**config.mk**
```make
export PLATFORM = sky130hd
export DESIGN_NAME = char_lcd_expander_sequencer
export DESIGN_NICKNAME = d
export VERILOG_FILES = /design/src/sv/clces_pkg.sv /design/src/sv/clces_front.sv /design/src/sv/clces_queue.sv /design/src/sv/clces_back.sv /design/src/sv/char_lcd_expander_sequencer.sv
export SDC_FILE = /design/constraint.sdc
export NUM_CORES = 1
export LEC_CHECK = 0
export CORE_MARGIN = 4
export CORE_UTILIZATION = 55
export CTS_BUF_LIST = sky130_fd_sc_hd__clkbuf_8
export DETAILED_ROUTE_END_ITERATION = 10
export DONT_BUFFER_PORTS = 1
export PLACE_DENSITY = 0.7
export SLEW_MARGIN = 20
export SYNTH_ARGS = -nofsm -noshare
export SYNTH_HDL_FRONTEND = slang
export SYNTH_SLANG_ARGS = --single-unit
```
**constraint.sdc**
```tcl
create_clock -name clock -period 4.85 [get_ports clock]
set_input_delay 0.7275 -clock clock [delete_from_list [all_inputs] [get_ports clock]]
set_output_delay 0.7275 -clock clock [all_outputs]
set_load 0.03 [all_outputs]
```
**src/sv/clces_pkg.sv**
```systemverilog
// ----------------------------------------------------------------------------
// clces_pkg: shared types and constants of the character LCD sequencer
// Holds the request kinds, the job descriptor passed from the front end to
// the back end, status structs and the fixed tables of the display protocol.
// ----------------------------------------------------------------------------
package clces_pkg;

   typedef enum logic [1:0] {
      KIND_CHAR = 2'd0,
      KIND_GOTO = 2'd1,
      KIND_INIT = 2'd2,
      KIND_RAW  = 2'd3
   } kind_type;

   // Configuration register indexes.
   localparam logic CSR_BACKLIGHT = 1'b0;
   localparam logic CSR_ADDRESS   = 1'b1;

   localparam logic [7:0] CHAR_FF      = 8'h0C;
   localparam logic [7:0] CHAR_NL      = 8'h0A;
   localparam logic [7:0] CMD_CLEAR    = 8'h01;
   localparam logic [7:0] CMD_SETDDRAM = 8'h80;

   // Job queue depth; the pointers wrap naturally, so it stays a power of two.
   localparam int         QUEUE_DEPTH     = 4;

   // Step counter covers the longest sequence (initialization, 25 beats).
   localparam int         STEP_W          = 5;
   localparam logic [4:0] BYTE_LAST_STEP  = 5'd3;
   localparam logic [4:0] INIT_LAST_STEP  = 5'd24;

   // One LCD transfer, or the whole power-up sequence when init is set.
   typedef struct packed {
      logic       init;
      logic       rs;
      logic [7:0] lcd_byte;
   } job_type;

   typedef struct packed {
      logic full;
      logic empty;
   } queue_status_type;

   typedef struct packed {
      logic              active;
      logic              init;
      logic [STEP_W-1:0] step;
   } back_status_type;

   // DDRAM line base address for one-based rows 1..4; other rows use line 1.
   function automatic logic [7:0] line_base(input logic [7:0] row);
      logic [7:0] base;
      unique case (row)
         8'd2:    base = 8'h40;
         8'd3:    base = 8'h14;
         8'd4:    base = 8'h54;
         default: base = 8'h00;
      endcase
      return base;
   endfunction

   // Nibble carried by each beat of the power-up sequence. Beat 0 is the raw
   // zero byte; then the wake-up nibbles 3, 3, 3, 2 and the setup commands
   // 0x28, 0x0C, 0x01, 0x06, two beats per nibble.
   function automatic logic [3:0] init_nibble(input logic [STEP_W-1:0] step);
      logic [3:0] nib;
      unique case (step)
         5'd1, 5'd2, 5'd3, 5'd4, 5'd5, 5'd6: nib = 4'h3;
         5'd7, 5'd8, 5'd9, 5'd10:            nib = 4'h2;
         5'd11, 5'd12:                       nib = 4'h8;
         5'd15, 5'd16:                       nib = 4'hC;
         5'd19, 5'd20:                       nib = 4'h1;
         5'd23, 5'd24:                       nib = 4'h6;
         default:                            nib = 4'h0;
      endcase
      return nib;
   endfunction

endpackage

```
**src/sv/clces_front.sv**
```systemverilog
// ----------------------------------------------------------------------------
// clces_front: request classifier
// Accepts requests, tracks the cursor row and turns each request into one
// job for the back end.
// ----------------------------------------------------------------------------
module clces_front (
   input  logic                        clock,
   input  logic                        reset,
   input  logic                        req_valid,
   output logic                        req_stall,
   input  logic [1:0]                  req_kind,
   input  logic [7:0]                  req_char_code,
   input  logic [7:0]                  req_column,
   input  logic [7:0]                  req_row,
   input  logic                        req_register_select,
   input  clces_pkg::queue_status_type q_status,
   output logic                        push,
   output clces_pkg::job_type          push_job
);

   logic [7:0]          cursor_ff;
   logic [7:0]          cursor_in;
   logic [7:0]          goto_row;
   logic [7:0]          goto_col;
   logic [7:0]          goto_byte;
   clces_pkg::kind_type kind;

   assign kind      = clces_pkg::kind_type'(req_kind);
   assign req_stall = q_status.full;
   assign push      = req_valid && !q_status.full;

   // A newline is a goto to column 1 of the row below the current one.
   always_comb begin
      if (kind == clces_pkg::KIND_GOTO) begin
         goto_row = req_row;
         goto_col = req_column;
      end else begin
         goto_row = cursor_ff + 8'd2;
         goto_col = 8'd1;
      end
      goto_byte = clces_pkg::CMD_SETDDRAM
                | (clces_pkg::line_base(goto_row) + (goto_col - 8'd1));
   end

   always_comb begin
      push_job.init     = 1'b0;
      push_job.rs       = 1'b0;
      push_job.lcd_byte = req_char_code;
      cursor_in         = cursor_ff;
      unique case (kind)
         clces_pkg::KIND_CHAR: begin
            priority if (req_char_code == clces_pkg::CHAR_FF) begin
               push_job.lcd_byte = clces_pkg::CMD_CLEAR;
               cursor_in         = 8'd0;
            end else if (req_char_code == clces_pkg::CHAR_NL) begin
               push_job.lcd_byte = goto_byte;
               cursor_in         = goto_row - 8'd1;
            end else begin
               push_job.rs = 1'b1;
            end
         end
         clces_pkg::KIND_GOTO: begin
            push_job.lcd_byte = goto_byte;
            cursor_in         = goto_row - 8'd1;
         end
         clces_pkg::KIND_INIT: begin
            push_job.init = 1'b1;
            cursor_in     = 8'd0;
         end
         clces_pkg::KIND_RAW: begin
            push_job.rs = req_register_select;
         end
         default: begin
            push_job.init = 1'b0;
         end
      endcase
   end

   always_ff @(posedge clock) begin
      if (reset) begin
         cursor_ff <= 8'd0;
      end else if (push) begin
         cursor_ff <= cursor_in;
      end
   end

endmodule

```
**src/sv/clces_queue.sv**
```systemverilog
// ----------------------------------------------------------------------------
// clces_queue: job queue
// A small first-in first-out queue of jobs between the front and back ends.
// ----------------------------------------------------------------------------
module clces_queue (
   input  logic                        clock,
   input  logic                        reset,
   input  logic                        push,
   input  clces_pkg::job_type          push_job,
   input  logic                        pop,
   output clces_pkg::job_type          head,
   output clces_pkg::queue_status_type status
);

   localparam int DEPTH = clces_pkg::QUEUE_DEPTH;
   localparam int PTR_W = $clog2(DEPTH);
   localparam int CNT_W = $clog2(DEPTH + 1);
   localparam logic [CNT_W-1:0] FULL_COUNT = CNT_W'(DEPTH);

   clces_pkg::job_type slot_ff [DEPTH];
   logic [PTR_W-1:0]   wr_ptr_ff;
   logic [PTR_W-1:0]   rd_ptr_ff;
   logic [CNT_W-1:0]   count_ff;
   logic [CNT_W-1:0]   count_in;

   assign head         = slot_ff[rd_ptr_ff];
   assign status.full  = (count_ff == FULL_COUNT);
   assign status.empty = (count_ff == '0);

   always_comb begin
      count_in = count_ff;
      if (push && !pop) begin
         count_in = count_ff + CNT_W'(1);
      end else if (pop && !push) begin
         count_in = count_ff - CNT_W'(1);
      end
   end

   always_ff @(posedge clock) begin
      if (reset) begin
         wr_ptr_ff <= '0;
         rd_ptr_ff <= '0;
         count_ff  <= '0;
      end else begin
         if (push) begin
            wr_ptr_ff <= wr_ptr_ff + PTR_W'(1);
         end
         if (pop) begin
            rd_ptr_ff <= rd_ptr_ff + PTR_W'(1);
         end
         count_ff <= count_in;
      end
   end

   always_ff @(posedge clock) begin
      if (push) begin
         slot_ff[wr_ptr_ff] <= push_job;
      end
   end

endmodule

```
**src/sv/clces_back.sv**
```systemverilog
// ----------------------------------------------------------------------------
// clces_back: expander byte sequencer
// Takes jobs from the queue and steps through their expander bytes, one
// beat per cycle while rsp_stall does not hold it, into a registered output.
// ----------------------------------------------------------------------------
module clces_back (
   input  logic                        clock,
   input  logic                        reset,
   input  logic                        backlight_on,
   input  logic [6:0]                  device_address,
   input  clces_pkg::queue_status_type q_status,
   input  clces_pkg::job_type          q_head,
   output logic                        pop,
   output clces_pkg::back_status_type  status,
   output logic                        rsp_valid,
   input  logic                        rsp_stall,
   output logic [6:0]                  rsp_bus_address,
   output logic [7:0]                  rsp_expander_byte,
   output logic                        rsp_last
);

   logic                           active_ff;
   logic                           active_in;
   clces_pkg::job_type             job_ff;
   logic [clces_pkg::STEP_W-1:0]   step_ff;
   logic [clces_pkg::STEP_W-1:0]   step_in;
   logic                           rsp_valid_ff;
   logic                           rsp_valid_in;
   logic [6:0]                     addr_ff;
   logic [7:0]                     byte_ff;
   logic [7:0]                     byte_in;
   logic                           last_ff;
   logic                           last_in;
   clces_pkg::job_type             cur_job;
   logic [clces_pkg::STEP_W-1:0]   cur_step;
   logic                           advance;
   logic                           emit;
   logic [3:0]                     nib;
   logic                           en;

   assign cur_job  = active_ff ? job_ff : q_head;
   assign cur_step = active_ff ? step_ff : '0;
   assign advance  = !rsp_valid_ff || !rsp_stall;
   assign emit     = advance && (active_ff || !q_status.empty);
   assign pop      = emit && !active_ff;

   // Byte jobs: high nibble then low nibble, each with enable high then low.
   always_comb begin
      if (cur_job.init) begin
         nib     = clces_pkg::init_nibble(cur_step);
         en      = cur_step[0];
         last_in = (cur_step == clces_pkg::INIT_LAST_STEP);
         if (cur_step == '0) begin
            byte_in = 8'h00;
         end else begin
            byte_in = {nib, backlight_on, en, 1'b0, 1'b0};
         end
      end else begin
         nib     = cur_step[1] ? cur_job.lcd_byte[3:0] : cur_job.lcd_byte[7:4];
         en      = !cur_step[0];
         last_in = (cur_step == clces_pkg::BYTE_LAST_STEP);
         byte_in = {nib, backlight_on, en, 1'b0, cur_job.rs};
      end
   end

   always_comb begin
      active_in    = active_ff;
      step_in      = step_ff;
      rsp_valid_in = rsp_valid_ff;
      if (advance) begin
         rsp_valid_in = emit;
      end
      if (emit) begin
         active_in = !last_in;
         step_in   = cur_step + clces_pkg::STEP_W'(1);
      end
   end

   always_ff @(posedge clock) begin
      if (reset) begin
         active_ff    <= 1'b0;
         step_ff      <= '0;
         rsp_valid_ff <= 1'b0;
      end else begin
         active_ff    <= active_in;
         step_ff      <= step_in;
         rsp_valid_ff <= rsp_valid_in;
      end
   end

   always_ff @(posedge clock) begin
      if (pop) begin
         job_ff <= q_head;
      end
      if (emit) begin
         addr_ff <= device_address;
         byte_ff <= byte_in;
         last_ff <= last_in;
      end
   end

   assign status.active     = active_ff;
   assign status.init       = job_ff.init;
   assign status.step       = step_ff;
   assign rsp_valid         = rsp_valid_ff;
   assign rsp_bus_address   = addr_ff;
   assign rsp_expander_byte = byte_ff;
   assign rsp_last          = last_ff;

endmodule

```
**src/sv/char_lcd_expander_sequencer.sv**
```systemverilog
// ----------------------------------------------------------------------------
// char_lcd_expander_sequencer: 4-bit character LCD sequencer for an I2C
// port expander.
// Turns display requests into the expander pin bytes that drive the panel.
// ----------------------------------------------------------------------------
// Usage:
// A request beat (req_*) is taken when req_valid is high and req_stall is
// low. Kinds are put character, goto position, initialize and raw byte.
// Each request produces a burst of response beats (rsp_*): four expander
// bytes for any one LCD byte, 25 for initialization. rsp_last marks the
// final beat of a burst, and every beat carries the configured bus address.
// When the block is empty, an accepted request passes through the job queue
// and then the output register before rsp_valid rises with its first beat.
// The back end emits one beat per cycle while rsp_stall is low; throughput
// is set by the number of beats each request expands into, not by the front
// end.
// A four-entry job queue decouples request intake from output, so requests
// keep being taken while a burst drains or the receiver stalls. When the
// receiver holds rsp_stall, the current beat holds and the sequencer waits;
// req_stall rises only once the queue is full.
// The csr_* port writes backlight_on (index 0) and device_address (index 1);
// write them only while the block is idle.
// Reset clears the queue, the output and the cursor row, and restores the
// backlight on and the address to 63.
// ----------------------------------------------------------------------------
module char_lcd_expander_sequencer (
   input  logic       clock,
   input  logic       reset,
   // Request channel
   input  logic       req_valid,
   output logic       req_stall,
   input  logic [1:0] req_kind,
   input  logic [7:0] req_char_code,
   input  logic [7:0] req_column,
   input  logic [7:0] req_row,
   input  logic       req_register_select,
   // Response channel
   output logic       rsp_valid,
   input  logic       rsp_stall,
   output logic [6:0] rsp_bus_address,
   output logic [7:0] rsp_expander_byte,
   output logic       rsp_last,
   // Configuration write port
   input  logic       csr_write,
   input  logic       csr_index,
   input  logic [6:0] csr_wdata
);

   logic                        backlight_ff;
   logic [6:0]                  devaddr_ff;
   logic                        push;
   logic                        pop;
   clces_pkg::job_type          push_job;
   clces_pkg::job_type          q_head;
   clces_pkg::queue_status_type q_status;
   clces_pkg::back_status_type  b_status;

   // Configuration registers.
   always_ff @(posedge clock) begin
      if (reset) begin
         backlight_ff <= 1'b1;
         devaddr_ff   <= 7'd63;
      end else if (csr_write) begin
         unique case (csr_index)
            clces_pkg::CSR_BACKLIGHT: backlight_ff <= csr_wdata[0];
            clces_pkg::CSR_ADDRESS:   devaddr_ff   <= csr_wdata;
            default:                  devaddr_ff   <= devaddr_ff;
         endcase
      end
   end

   // Front end: classifies each request and tracks the cursor row.
   clces_front u_front (
      .clock               (clock),
      .reset               (reset),
      .req_valid           (req_valid),
      .req_stall           (req_stall),
      .req_kind            (req_kind),
      .req_char_code       (req_char_code),
      .req_column          (req_column),
      .req_row             (req_row),
      .req_register_select (req_register_select),
      .q_status            (q_status),
      .push                (push),
      .push_job            (push_job)
   );

   // Job queue between the two halves.
   clces_queue u_queue (
      .clock    (clock),
      .reset    (reset),
      .push     (push),
      .push_job (push_job),
      .pop      (pop),
      .head     (q_head),
      .status   (q_status)
   );

   // Back end: steps through the expander bytes of each job.
   clces_back u_back (
      .clock             (clock),
      .reset             (reset),
      .backlight_on      (backlight_ff),
      .device_address    (devaddr_ff),
      .q_status          (q_status),
      .q_head            (q_head),
      .pop               (pop),
      .status            (b_status),
      .rsp_valid         (rsp_valid),
      .rsp_stall         (rsp_stall),
      .rsp_bus_address   (rsp_bus_address),
      .rsp_expander_byte (rsp_expander_byte),
      .rsp_last          (rsp_last)
   );

   // The queue can never report full and empty together.
   assert property (@(posedge clock) disable iff (reset)
      !(q_status.full && q_status.empty))
      else $error("job queue reports full and empty at once");

   // A byte job in progress never runs past its fourth beat.
   assert property (@(posedge clock) disable iff (reset)
      (b_status.active && !b_status.init) |-> (b_status.step <= clces_pkg::BYTE_LAST_STEP))
      else $error("byte job step out of range");

   // A request into an idle block passes the queue, then the output register.
   assert property (@(posedge clock) disable iff (reset)
      (push && q_status.empty && !b_status.active && !rsp_valid) |=> ##1 rsp_valid)
      else $error("first beat of a request did not appear");

   // No job is popped from an empty queue.
   assert property (@(posedge clock) disable iff (reset)
      pop |-> !q_status.empty)
      else $error("pop from empty job queue");

endmodule
```
Word level (Yosys, flattened, before mapping)
Memory sizes are Yosys's and may differ from the RTL's. A register that Yosys moved wholly into a read port is not among the register bits.
Index checks and enable logic that the tools add are counted.
{"block": "word_totals", "ff_bits": 56, "wordCells": 89, "mem_bits_ro": 128, "input_bits": 40, "memories": 2, "mem_bits_rw": 40}
{"block": "classes", "n_reduce_logical": 24, "eq_ne": 12, "n_addsub": 9, "bitwise": 1, "mux": 25}
{"name": "(no name shown)", "words": 32, "word_bits": 4, "read_ports": 1, "rd_clocked_by_memory_dff": 0, "wr": 0, "line": "clces_pkg.sv:67", "source": "unique case (step)"}
{"name": "u_queue.slot_ff", "words": 4, "word_bits": 10, "read_ports": 1, "rd_clocked_by_memory_dff": 1, "wr": 1, "line": "clces_queue.sv:20", "source": "clces_pkg::job_type slot_ff [DEPTH];"}
{"operator": "2-to-1 mux 8 bit", "n": 7}
{"operator": "one-hot mux 8 bit (3 select lines)", "n": 1}
{"operator": "one-hot mux 7 bit (3 select lines)", "n": 1}
{"operator": "equality test 8 x 2 -> 1 bit (second input constant)", "n": 2}
{"operator": "equality test 8 x 4 -> 1 bit (second input constant)", "n": 2}
{"operator": "one-hot mux 8 bit (2 select lines)", "n": 1}
{"operator": "2-to-1 mux 10 bit", "n": 1}
{"operator": "logical NOT 1 bit", "n": 9}
{"operator": "adder 8 x 2 -> 8 bit (second input constant)", "n": 1}
{"operator": "equality test 8 x 3 -> 1 bit (second input constant)", "n": 1}
{"operator": "subtractor 8 x 1 -> 8 bit (second input constant)", "n": 1}
{"operator": "adder 7 bit", "n": 1}
{"operator": "2-to-1 mux 7 bit", "n": 1}
{"operator": "subtractor 7 x 1 -> 7 bit (second input constant)", "n": 1}
{"operator": "2-to-1 mux 1 bit", "n": 6}
{"operator": "2-to-1 mux 3 bit", "n": 2}
{"operator": "adder 5 x 1 -> 5 bit (second input constant)", "n": 1}
{"operator": "equality test 5 x 2 -> 1 bit (second input constant)", "n": 1}
{"operator": "equality test 5 bit (second input constant)", "n": 1}
{"operator": "logical AND 1 bit", "n": 5}
{"operator": "logical NOT 5 bit", "n": 1}
{"operator": "2-to-1 mux 5 bit", "n": 1}
{"operator": "adder 2 x 1 -> 2 bit (second input constant)", "n": 2}
{"operator": "equality test 2 bit (second input constant)", "n": 2}
{"operator": "16 further kinds", "n": 19}

Depth between registers and ports, before layout
{"block": "depth", "word_depth": 8, "depth_mapped": 20, "mapped_depth_nobuf": 17}

By module
From an unflattened synthesis, not the netlist that was laid out.
{"block": "hier_totals", "cells_unflattened": 440, "area_unflattened_um2": 5058.6}
{"module": "clces_queue", "area_per_inst_um2": 1871.8, "seq_area_each_um2": 1381.3, "cells_each": 96, "n_inst": 1}
{"module": "clces_back", "area_per_inst_um2": 1512.7, "seq_area_each_um2": 890.9, "cells_each": 131, "n_inst": 1}
{"module": "clces_front", "area_per_inst_um2": 1360.1, "seq_area_each_um2": 160.2, "cells_each": 184, "n_inst": 1}
{"module": "char_lcd_expander_sequencer", "area_per_inst_um2": 314.1, "seq_area_each_um2": 160.2, "cells_each": 29, "n_inst": 1}

Worst setup path before layout
OpenSTA, ideal clock, no wires.
{"block": "synth_path", "path_kind": "input -> register", "from": "input req_kind[1]", "to": "memory u_queue.slot_ff[0][6] (netlist bit) (data pin)", "setup_slack_ps": 612, "cell_stages": 20, "setup_ps": 287, "arrival_ps": 3952, "path_cell_list": "inv_1 -> ha_1 -> clkbuf_2 -> buf_2 -> clkbuf_1 -> clkbuf_1 -> o21ai_0 -> inv_1 -> ha_1 -> mux2_2 -> nand3_1 -> ha_1 -> inv_1 -> ha_1 -> a21oi_1 -> o211ai_1 -> a21oi_1 -> xor2_1 -> xnor2_1 -> o21ai_0"}
{"item": "start, declared", "line": "char_lcd_expander_sequencer.sv:32", "source": "input logic [1:0] req_kind,"}
{"item": "end, declared", "line": "clces_queue.sv:20"}

==> metrics.cfg <==
[synth]
synthXorXnorAreaFrac = 0.0355
yosysWarnings = 0
synthMuxAreaShare = 0.0804
synth_top_family_by_area = simple AND/OR/NAND/NOR gates
synth_edf_count = 65
synth-simple-area-share = 0.160
synthDistinctLibCells = 56
synth_adder_area_share = 0.0741
ys.flop_type = edfxtp_1
synth_nets = 503
syn-instance-count = 435
syn_avg_cell_area_um2 = 11.3
synth_seq_cells = 97
syn_area_mm2 = 0.00493
async_reset_ff_frac = 0
seq_area_frac_synth = 0.526
synth_compound_area_frac = 0.0868

[floorplanning]
row_count = 34
io_pins = 58
initial_core_util = 0.565
die_w_um = 103
dieArea_mm2 = 0.0105
coreArea_mm2 = 0.00872
die_h_um = 103

[layout]
syn2layout_area_growth_pct = 5.00
layout_commonest_cell = edfxtp_1
instances_no_fill = 541
layout_common_cells = edfxtp_1 (65), nand2_1 (46), dfxtp_1 (32), nor2_1 (30), ha_1 (26)
fin_util = 0.594
diodes = 0
layout-drive-gt1-share = 0.0831
nets = 496

[critical_path]
required_ps = 4970
worstPathBufferInverterCount = 3
critPathKind = input port to flop
critPathSlowestCell = ha_1
cpMostUsedCell = ha_1
worst-path-max-fanout = 20
cp_cell_sequence = inv_1 > ha_1 > mux2i_1 > inv_1 > ha_1 > mux2_2 > nand3_1 > ha_1 > inv_1 > ha_1 > a21oi_1 > o211ai_1 > a21oi_1 > xor2_1 > xnor2_1 > o21ai_0
arrival_ps = 4200
path_delay_family = adder cells
endpoint_kind = flop
critPathLaunchType = input port
slowest_delay_ps = 590

[drt]
drt_iter0_drc = 101
drc = 0
wl_um = 8670
drtPass1Iterations = 4
num_vias = 3141
ant_nets = 0
wl_per_cell_um = 16.0
routed_via_density = 5.81

[place]
port_buffers = 0
dp_cells = 525
gp_congestion = 0.823
hpwlAfterDp_um = 6210

[cts]
cts-resized-gates = 0
cts_tree = yes
htree_levels = 3
cts_buffers = 9
cts.sinks = 97
clkLatencyLatePin_ps = 350
hold_buffers = 0
root_buffer = clkbuf_8
clock_path_buffers = 2
post_cts_buffers = 0
path_clk_slew_ps = 100

[job]
drv_cap = 0

[power_and_ir_drop]
power.share.combinational = 0.248
switching_share = 0.350
p_total_mw = 2.44
ir_worst_vdd_mv = 0.199
leakage_nw = 1.95
power_density_mw_per_mm2 = 472
switching_power_uw = 855
p_seq_frac = 0.551
pwr-share-clk = 0.201
p_int_mw = 1.59

[grt]
grt_usage = 0.172
met2_usage = 0.282
grt_max_degree = 33
grt_busiest_layer = met2
antenna_found_initial = 0
grt.met3_usage = 0.0379
met1_usage = 0.229
overflow = 0
grt_pass1_wl_um = 14100
grt_pass1_vias = 2970

[min_path]
hp-class = input port to flop

[timing]
setup_viol = 0
finalCritPeriodShare = 0.839
rsz0062_at_grt = false
whs_ps = 432
final-hold-violation-count = 0
setup-tns-final_ps = 0
worst_pin_slew_ps = 1080
slew_headroom = 0.281
timing.fmax_mhz = 246
finalCriticalPeriod_ps = 4070
fin_worst_skew_ps = 9.42
finalMaxSlewViolations = 0

[status]
status = finished, final reports clean

cell families (layout without fill, tap and decap cells):
logic type | count (synthesis) | after routing
other | 1 | 1
adders and majority gates | 28 | 28
AOI/OAI and AO/OA | 67 | 67
muxes | 27 | 27
DFF | 97 | 97
xor gates and xnor gates | 20 | 20
buffers and inverters | 44 | 42
and+or+nand+nor | 151 | 151
flip-flops by register name, indices dropped and copies added, names as in the netlist, named ones only:
register                  count
u_back.active_ff              1
u_queue.count_ff              3
u_back.rsp_expander_byte      7
u_front.cursor_ff             8
u_queue.slot_ff              40
u_queue.wr_ptr_ff             2
u_back.rsp_bus_address        7
u_back.rsp_valid              1
devaddr_ff                    7
u_back.job_ff                 9
u_back.step_ff                5
u_back.status                 1
backlight_ff                  1
u_queue.rd_ptr_ff             2
u_back.rsp_last               1
power by group through the flow:
stage / sequential [mW] / clock, mW / combinational [mW]
final: 1.35 / 0.491 / 0.605
after global routing: 1.38 / 0.537 / 0.685
after CTS: 1.35 / 0.502 / 0.610
after detailed placement: 1.37 / 0 / 0.608
after global placement: 1.36 / 0 / 0.588
after floorplan: 1.30 / 0 / 0.536
final timing paths:
check                         endpoint  depth (start not counted)                 start  slack (ps)
min                      devaddr_ff[6]                          1                 reset         430
max reg2reg      u_queue.slot_ff[3][6]                         13  u_front.cursor_ff[1]        1360
min reg2reg  u_back.rsp_bus_address[6]                          0         devaddr_ff[6]         440
max              u_queue.slot_ff[3][6]                         16           req_kind[1]         780
cells in the mapped netlist, types with 2 or more instances:
| cell | count | area share |
|---|---|---|
| edfxtp_1 | 65 | 0.40 |
| nand2_1 | 46 | 0.035 |
| dfxtp_1 | 32 | 0.13 |
| nor2_1 | 30 | 0.023 |
| ha_1 | 26 | 0.066 |
| inv_1 | 24 | 0.018 |
| o21ai_0 | 21 | 0.021 |
| a21oi_1 | 20 | 0.020 |
| mux2i_1 | 16 | 0.032 |
| clkbuf_1 | 12 | 0.0091 |
| nor2b_1 | 12 | 0.015 |
| xnor2_1 | 12 | 0.021 |
| mux4_2 | 10 | 0.046 |
| nand3_1 | 10 | 0.010 |
| and3_1 | 9 | 0.011 |
| xor2_1 | 8 | 0.014 |
| a211o_1 | 7 | 0.012 |
| and2_1 | 6 | 0.0076 |
| nand2b_1 | 6 | 0.0076 |
| nand3b_1 | 6 | 0.0091 |
| nor3_1 | 6 | 0.0061 |
| a22oi_1 | 4 | 0.0061 |
| buf_2 | 4 | 0.0041 |
| nor3b_1 | 3 | 0.0046 |
| nor4_1 | 3 | 0.0038 |
| or3_1 | 3 | 0.0038 |
| a221oi_1 | 2 | 0.0036 |
| fa_1 | 2 | 0.0081 |
| o21a_1 | 2 | 0.0030 |
| o21ai_1 | 2 | 0.0020 |
area by class of cell:
cell class | count | area [um^2]
clock buffers | 9 | 124
clock inverters | 7 | 61.3
fillers | 681 | 3540
inverters | 24 | 90.1
multi-input cells | 294 | 2160
flip-flops and latches | 97 | 2590
well taps | 108 | 135
repair buffers | 2 | 15.0
through the flow:
| stage | worst slack, ps | area (um^2) |
|---|---|---|
| 2_1_floorplan | 612 | 4930 |
| 3_3_place_gp | 587 | 4990 |
| 3_5_place_dp | 366 | 4990 |
| 4_1_cts | 742 | 5170 |
| 5_1_grt | 399 | 5180 |
| 6_report | 779 | 5180 |
routing by layer:
layer	share of wire	vias to the layer above	routed length, um
met1	0.46	1516	4020
li1	-	1542	-
met2	0.48	72	4180
met3	0.040	11	343
met5	0	-	0
met4	0.014	0	121
No activity file was read; power rests on OpenSTA's default activity.
